===== src/sv/rta_pkg.sv =====
`timescale 1ns / 1ps
// ----------------------------------------------------------------------------
// rta_pkg
// Shared constants, types and helpers for the radix to ASCII digit converter.
// ----------------------------------------------------------------------------
package rta_pkg;

  localparam int MAX_DIGITS = 32;
  localparam int VALUE_BITS = 31;

  localparam int RADIX_W   = 4;
  localparam int DIGIT_W   = 4;
  localparam int CHAR_W    = 7;
  localparam int CNT_W     = $clog2(MAX_DIGITS + 1);
  localparam int BIT_CNT_W = $clog2(VALUE_BITS);

  localparam logic [CHAR_W-1:0]  ASCII_ZERO        = 7'd48;
  localparam logic [CHAR_W-1:0]  ASCII_LETTER_BASE = 7'd55;
  localparam logic [DIGIT_W-1:0] DIGIT_NINE        = 4'd9;

  typedef enum logic [1:0] {
    ST_IDLE,
    ST_DIV,
    ST_EMIT,
    ST_BAD
  } state_t;

  typedef struct packed {
    logic start;
    logic load;
  } div_ctl_t;

  typedef struct packed {
    logic done;
    logic quo_zero;
  } div_sts_t;

  typedef struct packed {
    logic clear;
    logic push;
    logic pop;
  } stk_ctl_t;

  function automatic logic [CHAR_W-1:0] to_ascii(input logic [DIGIT_W-1:0] d);
    logic [CHAR_W-1:0] d_ext;
    d_ext = CHAR_W'(d);
    if (d <= DIGIT_NINE) begin
      return d_ext + ASCII_ZERO;
    end
    return d_ext + ASCII_LETTER_BASE;
  endfunction

endpackage


===== src/sv/rta_if.sv =====
`timescale 1ns / 1ps
// ----------------------------------------------------------------------------
// rta_if
// Valid/ready request channels of the converter: number in, characters out.
// ----------------------------------------------------------------------------
interface rta_in_if import rta_pkg::*; ();
  logic                  valid;
  logic                  ready;
  logic [VALUE_BITS-1:0] value;
  logic [RADIX_W-1:0]    radix;

  modport source (output valid, output value, output radix, input ready);
  modport sink   (input valid, input value, input radix, output ready);
endinterface

interface rta_out_if import rta_pkg::*; ();
  logic              valid;
  logic              ready;
  logic [CHAR_W-1:0] digit_char;
  logic              last;
  logic              bad_radix;

  modport source (output valid, output digit_char, output last, output bad_radix,
                  input ready);
  modport sink   (input valid, input digit_char, input last, input bad_radix,
                  output ready);
endinterface


===== src/sv/radix_to_ascii_digits.sv =====
`timescale 1ns / 1ps
// ----------------------------------------------------------------------------
// radix_to_ascii_digits
// Converts a non-negative integer to ASCII digits in a base from 2 to 15.
// ----------------------------------------------------------------------------
// Takes one request at a time. Each digit costs one pass of a bit-serial
// divider, and the block stays busy until its last character is taken.
// The longest output is 31 digits, in base 2. Characters come out most
// significant first; the final one carries last. A radix of 0 or 1 returns
// one response with bad_radix and last set and digit_char zero.
// ----------------------------------------------------------------------------
module radix_to_ascii_digits import rta_pkg::*; (
  input  logic       clk,
  input  logic       rst_n,
  rta_in_if.sink     in_ch,
  rta_out_if.source  out_ch
);

  state_t             state_r, state_nxt;
  div_ctl_t           div_ctl;
  div_sts_t           div_sts;
  stk_ctl_t           stk_ctl;
  logic [DIGIT_W-1:0] rem;
  logic [DIGIT_W-1:0] top;
  logic [CNT_W-1:0]   count;
  logic               in_acc;
  logic               out_acc;
  logic               radix_ok;

  assign in_acc   = in_ch.valid && in_ch.ready;
  assign out_acc  = out_ch.valid && out_ch.ready;
  assign radix_ok = !(in_ch.radix inside {4'd0, 4'd1});

  rta_div u_div (
    .clk   (clk),
    .rst_n (rst_n),
    .ctl   (div_ctl),
    .value (in_ch.value),
    .radix (in_ch.radix),
    .sts   (div_sts),
    .rem   (rem)
  );

  rta_stack u_stack (
    .clk   (clk),
    .rst_n (rst_n),
    .ctl   (stk_ctl),
    .din   (rem),
    .top   (top),
    .count (count)
  );

  always_ff @(posedge clk) begin
    if (!rst_n) begin
      state_r <= ST_IDLE;
    end else begin
      state_r <= state_nxt;
    end
  end

  always_comb begin
    state_nxt = state_r;
    case (state_r)
      ST_IDLE: begin
        if (in_acc) begin
          state_nxt = radix_ok ? ST_DIV : ST_BAD;
        end
      end
      ST_DIV: begin
        if (div_sts.done && div_sts.quo_zero) begin
          state_nxt = ST_EMIT;
        end
      end
      ST_EMIT: begin
        if (out_acc && count == CNT_W'(1)) begin
          state_nxt = ST_IDLE;
        end
      end
      ST_BAD: begin
        if (out_acc) begin
          state_nxt = ST_IDLE;
        end
      end
      default: state_nxt = ST_IDLE;
    endcase
  end

  always_comb begin
    in_ch.ready       = 1'b0;
    div_ctl           = '0;
    stk_ctl           = '0;
    out_ch.valid      = 1'b0;
    out_ch.digit_char = '0;
    out_ch.last       = 1'b0;
    out_ch.bad_radix  = 1'b0;
    case (state_r)
      ST_IDLE: begin
        in_ch.ready   = 1'b1;
        stk_ctl.clear = in_acc;
        div_ctl.start = in_acc && radix_ok;
        div_ctl.load  = 1'b1;
      end
      ST_DIV: begin
        stk_ctl.push  = div_sts.done;
        div_ctl.start = div_sts.done && !div_sts.quo_zero;
      end
      ST_EMIT: begin
        out_ch.valid      = 1'b1;
        out_ch.digit_char = to_ascii(top);
        out_ch.last       = (count == CNT_W'(1));
        stk_ctl.pop       = out_acc;
      end
      ST_BAD: begin
        out_ch.valid     = 1'b1;
        out_ch.last      = 1'b1;
        out_ch.bad_radix = 1'b1;
      end
      default: ;
    endcase
  end

endmodule


===== src/sv/rta_div.sv =====
`timescale 1ns / 1ps
// ----------------------------------------------------------------------------
// rta_div
// Bit-serial restoring divider: one quotient bit per cycle, the quotient
// stays in place so the next pass divides it again.
// ----------------------------------------------------------------------------
module rta_div import rta_pkg::*; (
  input  logic                  clk,
  input  logic                  rst_n,
  input  div_ctl_t              ctl,
  input  logic [VALUE_BITS-1:0] value,
  input  logic [RADIX_W-1:0]    radix,
  output div_sts_t              sts,
  output logic [DIGIT_W-1:0]    rem
);

  logic [VALUE_BITS-1:0] quo_r, quo_nxt;
  logic [DIGIT_W-1:0]    rem_r, rem_nxt;
  logic [RADIX_W-1:0]    radix_r;
  logic [BIT_CNT_W-1:0]  cnt_r;
  logic                  busy_r;
  logic                  done_r;
  logic                  nz_r;
  logic [DIGIT_W:0]      trial;
  logic [DIGIT_W:0]      radix_ext;
  logic                  ge;

  assign trial     = {rem_r, quo_r[VALUE_BITS-1]};
  assign radix_ext = (DIGIT_W+1)'(radix_r);
  assign ge        = trial >= radix_ext;

  always_comb begin
    rem_nxt = ge ? DIGIT_W'(trial - radix_ext) : trial[DIGIT_W-1:0];
    quo_nxt = {quo_r[VALUE_BITS-2:0], ge};
  end

  always_ff @(posedge clk) begin
    if (!rst_n) begin
      busy_r <= 1'b0;
      done_r <= 1'b0;
      cnt_r  <= '0;
      nz_r   <= 1'b0;
      quo_r  <= '0;
    end else begin
      done_r <= 1'b0;
      if (ctl.start) begin
        busy_r <= 1'b1;
        cnt_r  <= '0;
        nz_r   <= 1'b0;
        if (ctl.load) begin
          quo_r <= value;
        end
      end else if (busy_r) begin
        quo_r <= quo_nxt;
        nz_r  <= nz_r | ge;
        cnt_r <= cnt_r + 1'b1;
        if (cnt_r == BIT_CNT_W'(VALUE_BITS - 1)) begin
          busy_r <= 1'b0;
          done_r <= 1'b1;
        end
      end
    end
  end

  always_ff @(posedge clk) begin
    if (ctl.start) begin
      rem_r <= '0;
      if (ctl.load) begin
        radix_r <= radix;
      end
    end else if (busy_r) begin
      rem_r <= rem_nxt;
    end
  end

  assign sts.done     = done_r;
  assign sts.quo_zero = !nz_r;
  assign rem          = rem_r;

endmodule


===== src/sv/rta_stack.sv =====
`timescale 1ns / 1ps
// ----------------------------------------------------------------------------
// rta_stack
// Digit stack as a shift line: digits enter least significant first and
// leave most significant first from the top tap.
// ----------------------------------------------------------------------------
module rta_stack import rta_pkg::*; (
  input  logic               clk,
  input  logic               rst_n,
  input  stk_ctl_t           ctl,
  input  logic [DIGIT_W-1:0] din,
  output logic [DIGIT_W-1:0] top,
  output logic [CNT_W-1:0]   count
);

  logic [DIGIT_W-1:0] stk_r [MAX_DIGITS];
  logic [CNT_W-1:0]   count_r;
  logic               do_push;

  // once full, further (more significant) digits are dropped
  assign do_push = ctl.push && (count_r < CNT_W'(MAX_DIGITS));

  always_ff @(posedge clk) begin
    if (!rst_n) begin
      count_r <= '0;
    end else if (ctl.clear) begin
      count_r <= '0;
    end else if (do_push) begin
      count_r <= count_r + 1'b1;
    end else if (ctl.pop) begin
      count_r <= count_r - 1'b1;
    end
  end

  always_ff @(posedge clk) begin
    if (do_push) begin
      stk_r[0] <= din;
      for (int i = 1; i < MAX_DIGITS; i++) begin
        stk_r[i] <= stk_r[i-1];
      end
    end else if (ctl.pop) begin
      for (int i = 0; i < MAX_DIGITS - 1; i++) begin
        stk_r[i] <= stk_r[i+1];
      end
    end
  end

  assign top   = stk_r[0];
  assign count = count_r;

endmodule


===== src/flat_wrapper.sv =====
// flat-port wrapper written by rule: the top's interface ports become plain ports
module radix_to_ascii_digits_flat import rta_pkg::*;
  (clk, rst_n, in_ch_valid, in_ch_value, in_ch_radix, in_ch_ready, out_ch_valid, out_ch_digit_char, out_ch_last, out_ch_bad_radix, out_ch_ready);
  rta_in_if in_ch_i ();
  rta_out_if out_ch_i ();
  input  logic clk;
  input  logic rst_n;
  input wire logic [$bits(in_ch_i.valid)-1:0] in_ch_valid;
  input wire logic [$bits(in_ch_i.value)-1:0] in_ch_value;
  input wire logic [$bits(in_ch_i.radix)-1:0] in_ch_radix;
  output wire logic [$bits(in_ch_i.ready)-1:0] in_ch_ready;
  output wire logic [$bits(out_ch_i.valid)-1:0] out_ch_valid;
  output wire logic [$bits(out_ch_i.digit_char)-1:0] out_ch_digit_char;
  output wire logic [$bits(out_ch_i.last)-1:0] out_ch_last;
  output wire logic [$bits(out_ch_i.bad_radix)-1:0] out_ch_bad_radix;
  input wire logic [$bits(out_ch_i.ready)-1:0] out_ch_ready;
  assign in_ch_i.valid = in_ch_valid;
  assign in_ch_i.value = in_ch_value;
  assign in_ch_i.radix = in_ch_radix;
  assign in_ch_ready = in_ch_i.ready;
  assign out_ch_valid = out_ch_i.valid;
  assign out_ch_digit_char = out_ch_i.digit_char;
  assign out_ch_last = out_ch_i.last;
  assign out_ch_bad_radix = out_ch_i.bad_radix;
  assign out_ch_i.ready = out_ch_ready;
  radix_to_ascii_digits u_core (.clk(clk), .rst_n(rst_n), .in_ch(in_ch_i), .out_ch(out_ch_i));
endmodule

===== config.mk =====
export PLATFORM = sky130hd
export DESIGN_NAME = radix_to_ascii_digits_flat
export DESIGN_NICKNAME = d
export VERILOG_FILES = /design/src/sv/rta_pkg.sv /design/src/sv/rta_if.sv /design/src/sv/radix_to_ascii_digits.sv /design/src/sv/rta_div.sv /design/src/sv/rta_stack.sv /design/src/flat_wrapper.sv
export SDC_FILE = /design/constraint.sdc
export NUM_CORES = 1
export LEC_CHECK = 0
export ABC_AREA = 1
export BUFFER_PORTS_ARGS = -buffer_cell sky130_fd_sc_hd__buf_2
export CAP_MARGIN = 10
export CORE_ASPECT_RATIO = 1.1
export CORE_MARGIN = 3
export CORE_UTILIZATION = 55
export CTS_CLUSTER_SIZE = 12
export DETAILED_ROUTE_END_ITERATION = 8
export PLACE_DENSITY_LB_ADDON = 0.12
export SLEW_MARGIN = 20
export SYNTH_ARGS = -nofsm -noshare
export SYNTH_HDL_FRONTEND = slang
export SYNTH_SLANG_ARGS = --single-unit

===== constraint.sdc =====
create_clock -name clk -period 3.9 [get_ports clk]
set_clock_uncertainty 0.2 [all_clocks]
set_input_delay 0.39 -clock clk [delete_from_list [all_inputs] [get_ports clk]]
set_output_delay 0.39 -clock clk [all_outputs]
set_load 0.01 [all_outputs]

After elaboration in Yosys (flattened, before gate mapping)
Memory sizes are Yosys's and may differ from the RTL's.
Cells that the tools add are included.
- $add $sub $neg: 6
- $mul: 0
- divide/modulo/power cells: 0
- $lt $le $gt $ge: 3
- eq/ne operators: 11
- shifts and indexed selects: 0
- multiplexer cells: 65
- bitwise gates (word level): 34
- reduce and logical (&&, ||, !) cells: 21
- operators with widths (cell ; number):
    4-bit two-way mux ; 32
    31-bit two-way mux ; 3
    1-bit OR ; 32
    7-bit two-way mux ; 3
    1-bit two-way mux ; 17
    4-bit by 6-bit adder with 7-bit output (second input constant) ; 2
    6-bit two-way mux ; 2
    2-bit two-way mux ; 5
    2-bit by 1-bit != test with 1-bit output (second input constant) ; 5
    2-bit case mux with 4 select lines ; 1
    1-bit logical AND ; 7
    6-bit by 1-bit adder with 6-bit output (second input constant) ; 1
    6-bit by 1-bit equality test with 1-bit output (second input constant) ; 1
    6-bit less-than comparator (second input constant) ; 1
    2-bit nonzero test ; 3
    2-bit OR reduction ; 3
    6-bit by 1-bit subtractor with 6-bit output (second input constant) ; 1
    5-bit by 1-bit adder with 5-bit output (second input constant) ; 1
    5-bit equality test (second input constant) ; 1
    5-bit by 4-bit greater-or-equal comparator with 1-bit output ; 1
    2-bit equality test (second input constant) ; 2
    4-bit by 1-bit equality test with 1-bit output (second input constant) ; 1
    4-bit <= comparator (second input constant) ; 1
    4-bit zero test ; 1
    other kinds (9) ; 13
- register bits: 55
- bits in latches: 0
- bits in writable memories: 128
- ROM bits: 0
- output and inout port bits: 11
- word-level logic and storage cells: 150
- memories: 1
- memory list (memory ; depth ; width ; read ports ; clocked after Yosys merged registers in ; wr ports ; RTL line ; RTL):
    u_core.u_stack.stk_r ; 32 ; 4 ; 32 ; 0 ; 32 ; rta_stack.sv:16 ; logic [DIGIT_W-1:0] stk_r [MAX_DIGITS];

Depth between registers and ports, before layout
- depth after elaboration: 9
- gate-level depth with buffers: 12
- gate-level depth less buffers: 12

Cells and area by module
A second synthesis with hierarchy kept.
- cells, all modules: 787
- area total of the unflattened synthesis: 8227.9 um2
- modules (own cells, without submodules) (module ; instances ; cells each ; area each (um2)):
    rta_stack ; 1 ; 445 ; 5741.8
    rta_div ; 1 ; 280 ; 2122.0
    radix_to_ascii_digits ; 1 ; 62 ; 364.1

Least setup slack after synthesis
Ideal clock, no wire load.
- kind: reg2reg
- from: reg u_core.state_r[0]
- to: mem u_core.u_stack.stk_r[0][0] (enable)
- library setup time: 0.479 ns
- arrival time: 3.334 ns
- data required time: 3.221 ns
- slack: -0.113 ns
- cell stages (with the launch flop): 7
- path buffers: 0
- clock period less this slack: 4.013 ns
- cells stage by stage: dfxtp_1 > inv_2 > nor2_4 > nand3_2 > inv_2 > nor2_1 > inv_1
- RTL lines (item ; RTL line ; RTL):
    start: declaration ; radix_to_ascii_digits.sv:19 ; state_t state_r, state_nxt;
    start signal: assignment ; radix_to_ascii_digits.sv:57 ; state_r <= state_nxt;
    end: declaration ; rta_stack.sv:16 ;

==> impl_metrics.ini <==
[synthesis]
yosysTopAreaCell = edfxtp_1
synth_area_um2 = 8340
ys_types = 36
syn_nets = 980
yosys_warnings = 0
async_flop_share_pct = 0
synthTopCellsByArea = edfxtp_1, nand2_1, dfxtp_1
synth-seq-area-share_pct = 59.8
synth_edf_count = 132
synthCells = 929
synth-main-ff-cell = edfxtp_1
synth.avg_cell_area_um2 = 8.98
synth-seq-cells = 183
synth_top_area_share_pct = 47.5

[final_layout]
fin_util_pct = 63.2
nFillCells = 1334
nNetsFinal = 1014
n_antenna_cell = 0
regArea_um2 = 4980
syn2layout_area_growth_pct = 10.8
finalInstanceArea_um2 = 9240
drive_gt1_share_pct = 10.9
fin_cells = 1168
multiInputGateArea_um2 = 2750

[setup_path]
crit_path_max_fanout = 105
cp.required_ps = 3810
cp-end-kind = flip-flop
r2r_cells = 6
rrSetupSlack_ps = 1430
r2r-end = u_core.u_stack.stk_r[0][118]
cp.arrival_ps = 2390
crit-reg2reg-launch = u_core.state_r[0]
criticalPathCategory = flip-flop to flip-flop
critPathLaunchType = flip-flop

[die]
core_area_um2 = 14600
die_w_um = 123
die_h_um = 135
ios = 50
start_util_pct = 57.0
fp.dieArea_um2 = 16700
rows = 46

[sta]
drv_slew = 0
relSlewSlack_pct = 61.7
fin_ws_ps = 1430
min_period_ps = 2470
max_freq_ghz = 0.404
hold_violations = 0
post-route-period-util_pct = 63.4
setup_violations = 0
tightest_slew_ps = 574
rsz0062_at_grt = false
tns_ps = 0

[clock_network]
clkLatencyLatePin_ps = 420
cts_tree = done
clkSinkCount = 183
clkTransAtPathRegs_ps = 60
h-tree-depth = 4
root_buffer = clkbuf_16
numCtsBuffers = 17
clockBufferDepth = 2

[placement]
pre_cts_ws_ps = 1410
placed_cells = 1132
dp_hpwl_um = 9170
dpl_cell_area_um2 = 8630
port_buffers = 49
gp_congestion = 0.791

[routing]
ant_nets = 0
wl_per_cell_um = 12.7
finalWirelength_um = 14800
first_pass_iters = 4
num_vias = 5883
drc = 0
drt-initial-drc-count = 462
avgViaCountPerCell = 5.04

[grt]
antenna_found_initial = 0
track_usage_pct = 18.7
overflow = 0
grt_max_degree = 106
grt_pass1_wl_um = 25100
grt_pass1_vias = 5441

[status]
status = completed

[power]
p_sw_mw = 1.30
cellInternalPower_mw = 3.48
pwr-share-comb_pct = 15.2
p_seq_share_pct = 50.3
swShare_pct = 27.2
ir_drop_uv = 309
pwr-share-clk_pct = 34.5
total_leakage_power_nw = 3.95
powerDensity_nw_per_um2 = 518

[flow_run]
cap_violations = 0

[worst_hold_path]
hold_start = in_ch_valid
hp-class = input pin to flip-flop
whs_path_depth = 3
holdPathEnd = u_core.state_r[0]
[state kept, by name, indices dropped and copies added (netlist names)]
signal / flops
u_core.u_stack.stk_r: 128
u_core.u_div.quo_r: 31
u_core.u_stack.count: 6
u_core.u_div.cnt_r: 5
u_core.u_div.radix_r: 4
u_core.u_div.rem: 4
u_core.state_r: 2
u_core.u_div.busy_r: 1
u_core.u_div.done_r: 1
u_core.u_div.nz_r: 1
[how the worst max path moves through the flow]
stage                                  from                            to  slack (ps)  cells after the start
after detailed placement  u_core.state_r[0]  u_core.u_stack.stk_r[0][118]        1410                      6
final                     u_core.state_r[0]  u_core.u_stack.stk_r[0][118]        1430                      6
after global placement    u_core.state_r[0]  u_core.u_stack.stk_r[0][121]        1480                      6
after floorplan           u_core.state_r[1]    u_core.u_stack.stk_r[0][0]         470                      5
after global routing      u_core.state_r[0]  u_core.u_stack.stk_r[0][118]        1210                      6
after CTS                 u_core.state_r[0]  u_core.u_stack.stk_r[0][121]        1400                      6
[cell families after synthesis]
group	after synthesis	synth area share [%]
adders and majority gates	12	1.89
DFF	183	59.8
AOI/OAI and AO/OA	156	9.53
and+or+nand+nor	436	20.9
buffers and inverters	137	7.34
xor gates and xnor gates	5	0.525
[critical path, cell delays in order (launching register included)]
cell and delay (ps):
dfxtp_1 440, inv_2 80, nand2_1 170, nor2_4 40, nor2_1 270, clkinvlp_4 480
buf_12 420
[cells in the mapped netlist (2+ instances only)]
| master | number |
|---|---|
| nand2_1 | 318 |
| edfxtp_1 | 132 |
| o21ai_0 | 132 |
| inv_1 | 86 |
| nor2_1 | 80 |
| dfxtp_1 | 51 |
| clkbuf_1 | 17 |
| nand3_1 | 16 |
| buf_2 | 12 |
| ha_1 | 11 |
| a21oi_1 | 8 |
| o21ai_1 | 8 |
| buf_4 | 7 |
| buf_6 | 7 |
| inv_2 | 6 |
| a31oi_1 | 5 |
| nand4_1 | 4 |
| xor2_1 | 4 |
| nand2_4 | 3 |
| nor2_2 | 3 |
| nand3_2 | 2 |
| nor3_1 | 2 |
| nor3_2 | 2 |
[power groups by stage]
stage	Clock [mW]	Combinational (mW)	Sequential [mW]
after floorplan	0	0.593	2.42
final	1.65	0.727	2.41
after CTS	1.68	0.736	2.40
after global routing	1.76	0.847	2.42
after global placement	0	0.716	2.44
after detailed placement	0	0.730	2.44
[layout by cell type, fill, tap and decap left out, types with 2 or more instances in the layout]
master         instances
edfxtp_1             132
nand4_1                4
clkinv_1               4
clkbuf_16             17
inv_1                 85
o21ai_0              132
buf_4                  5
nor3_1                 2
nand2_1              317
clkinvlp_4             5
dfxtp_1               51
a31oi_1                5
ha_1                  11
clkinv_4               2
nor2_4                 2
nor2_2                 2
inv_2                  6
buf_2                 49
o21ai_1                8
nand3_2                2
xor2_1                 4
nand2_4                3
a21oi_1                8
bufinv_16              2
nor2_1                80
clkinv_2               3
nand2_2                2
nand3_1               16
nor3_2                 2
dlygate4sd3_1          4
[metrics by stage]
stage          total power, mW  hold WS (ps)
3_5_place_dp              3.17           245
4_1_cts                   4.82          55.0
3_3_place_gp              3.16           233
5_1_grt                   5.03          68.9
6_report                  4.78          72.5
2_1_floorplan             3.01           227
[repair_timing]
| item | CTS | global route |
|---|---|---|
| hold buffers | 4 | 0 |
| resized for setup | 0 | 0 |
| setup buffers | 0 | 0 |
| hold endpoints to repair | 4 | 0 |
[final cells by class]
class	instances	area share, %
Sequential cell	183	54.0
Multi-Input combinational cell	609	29.8
Clock buffer	17	4.61
Inverter	93	3.85
Timing Repair Buffer	59	3.71
Tap cell	192	2.60
Clock inverter	15	1.49
[metal layers]
layer	GRT usage (%)	vias to the layer above	wire [µm]
met2	27.6	101	6740
li1	-	3079	-
met3	4.22	17	577
met5	0	-	0
met1	27.1	2686	7240
met4	7.38	0	223
Note: power is estimated with default switching activity, not from simulation.
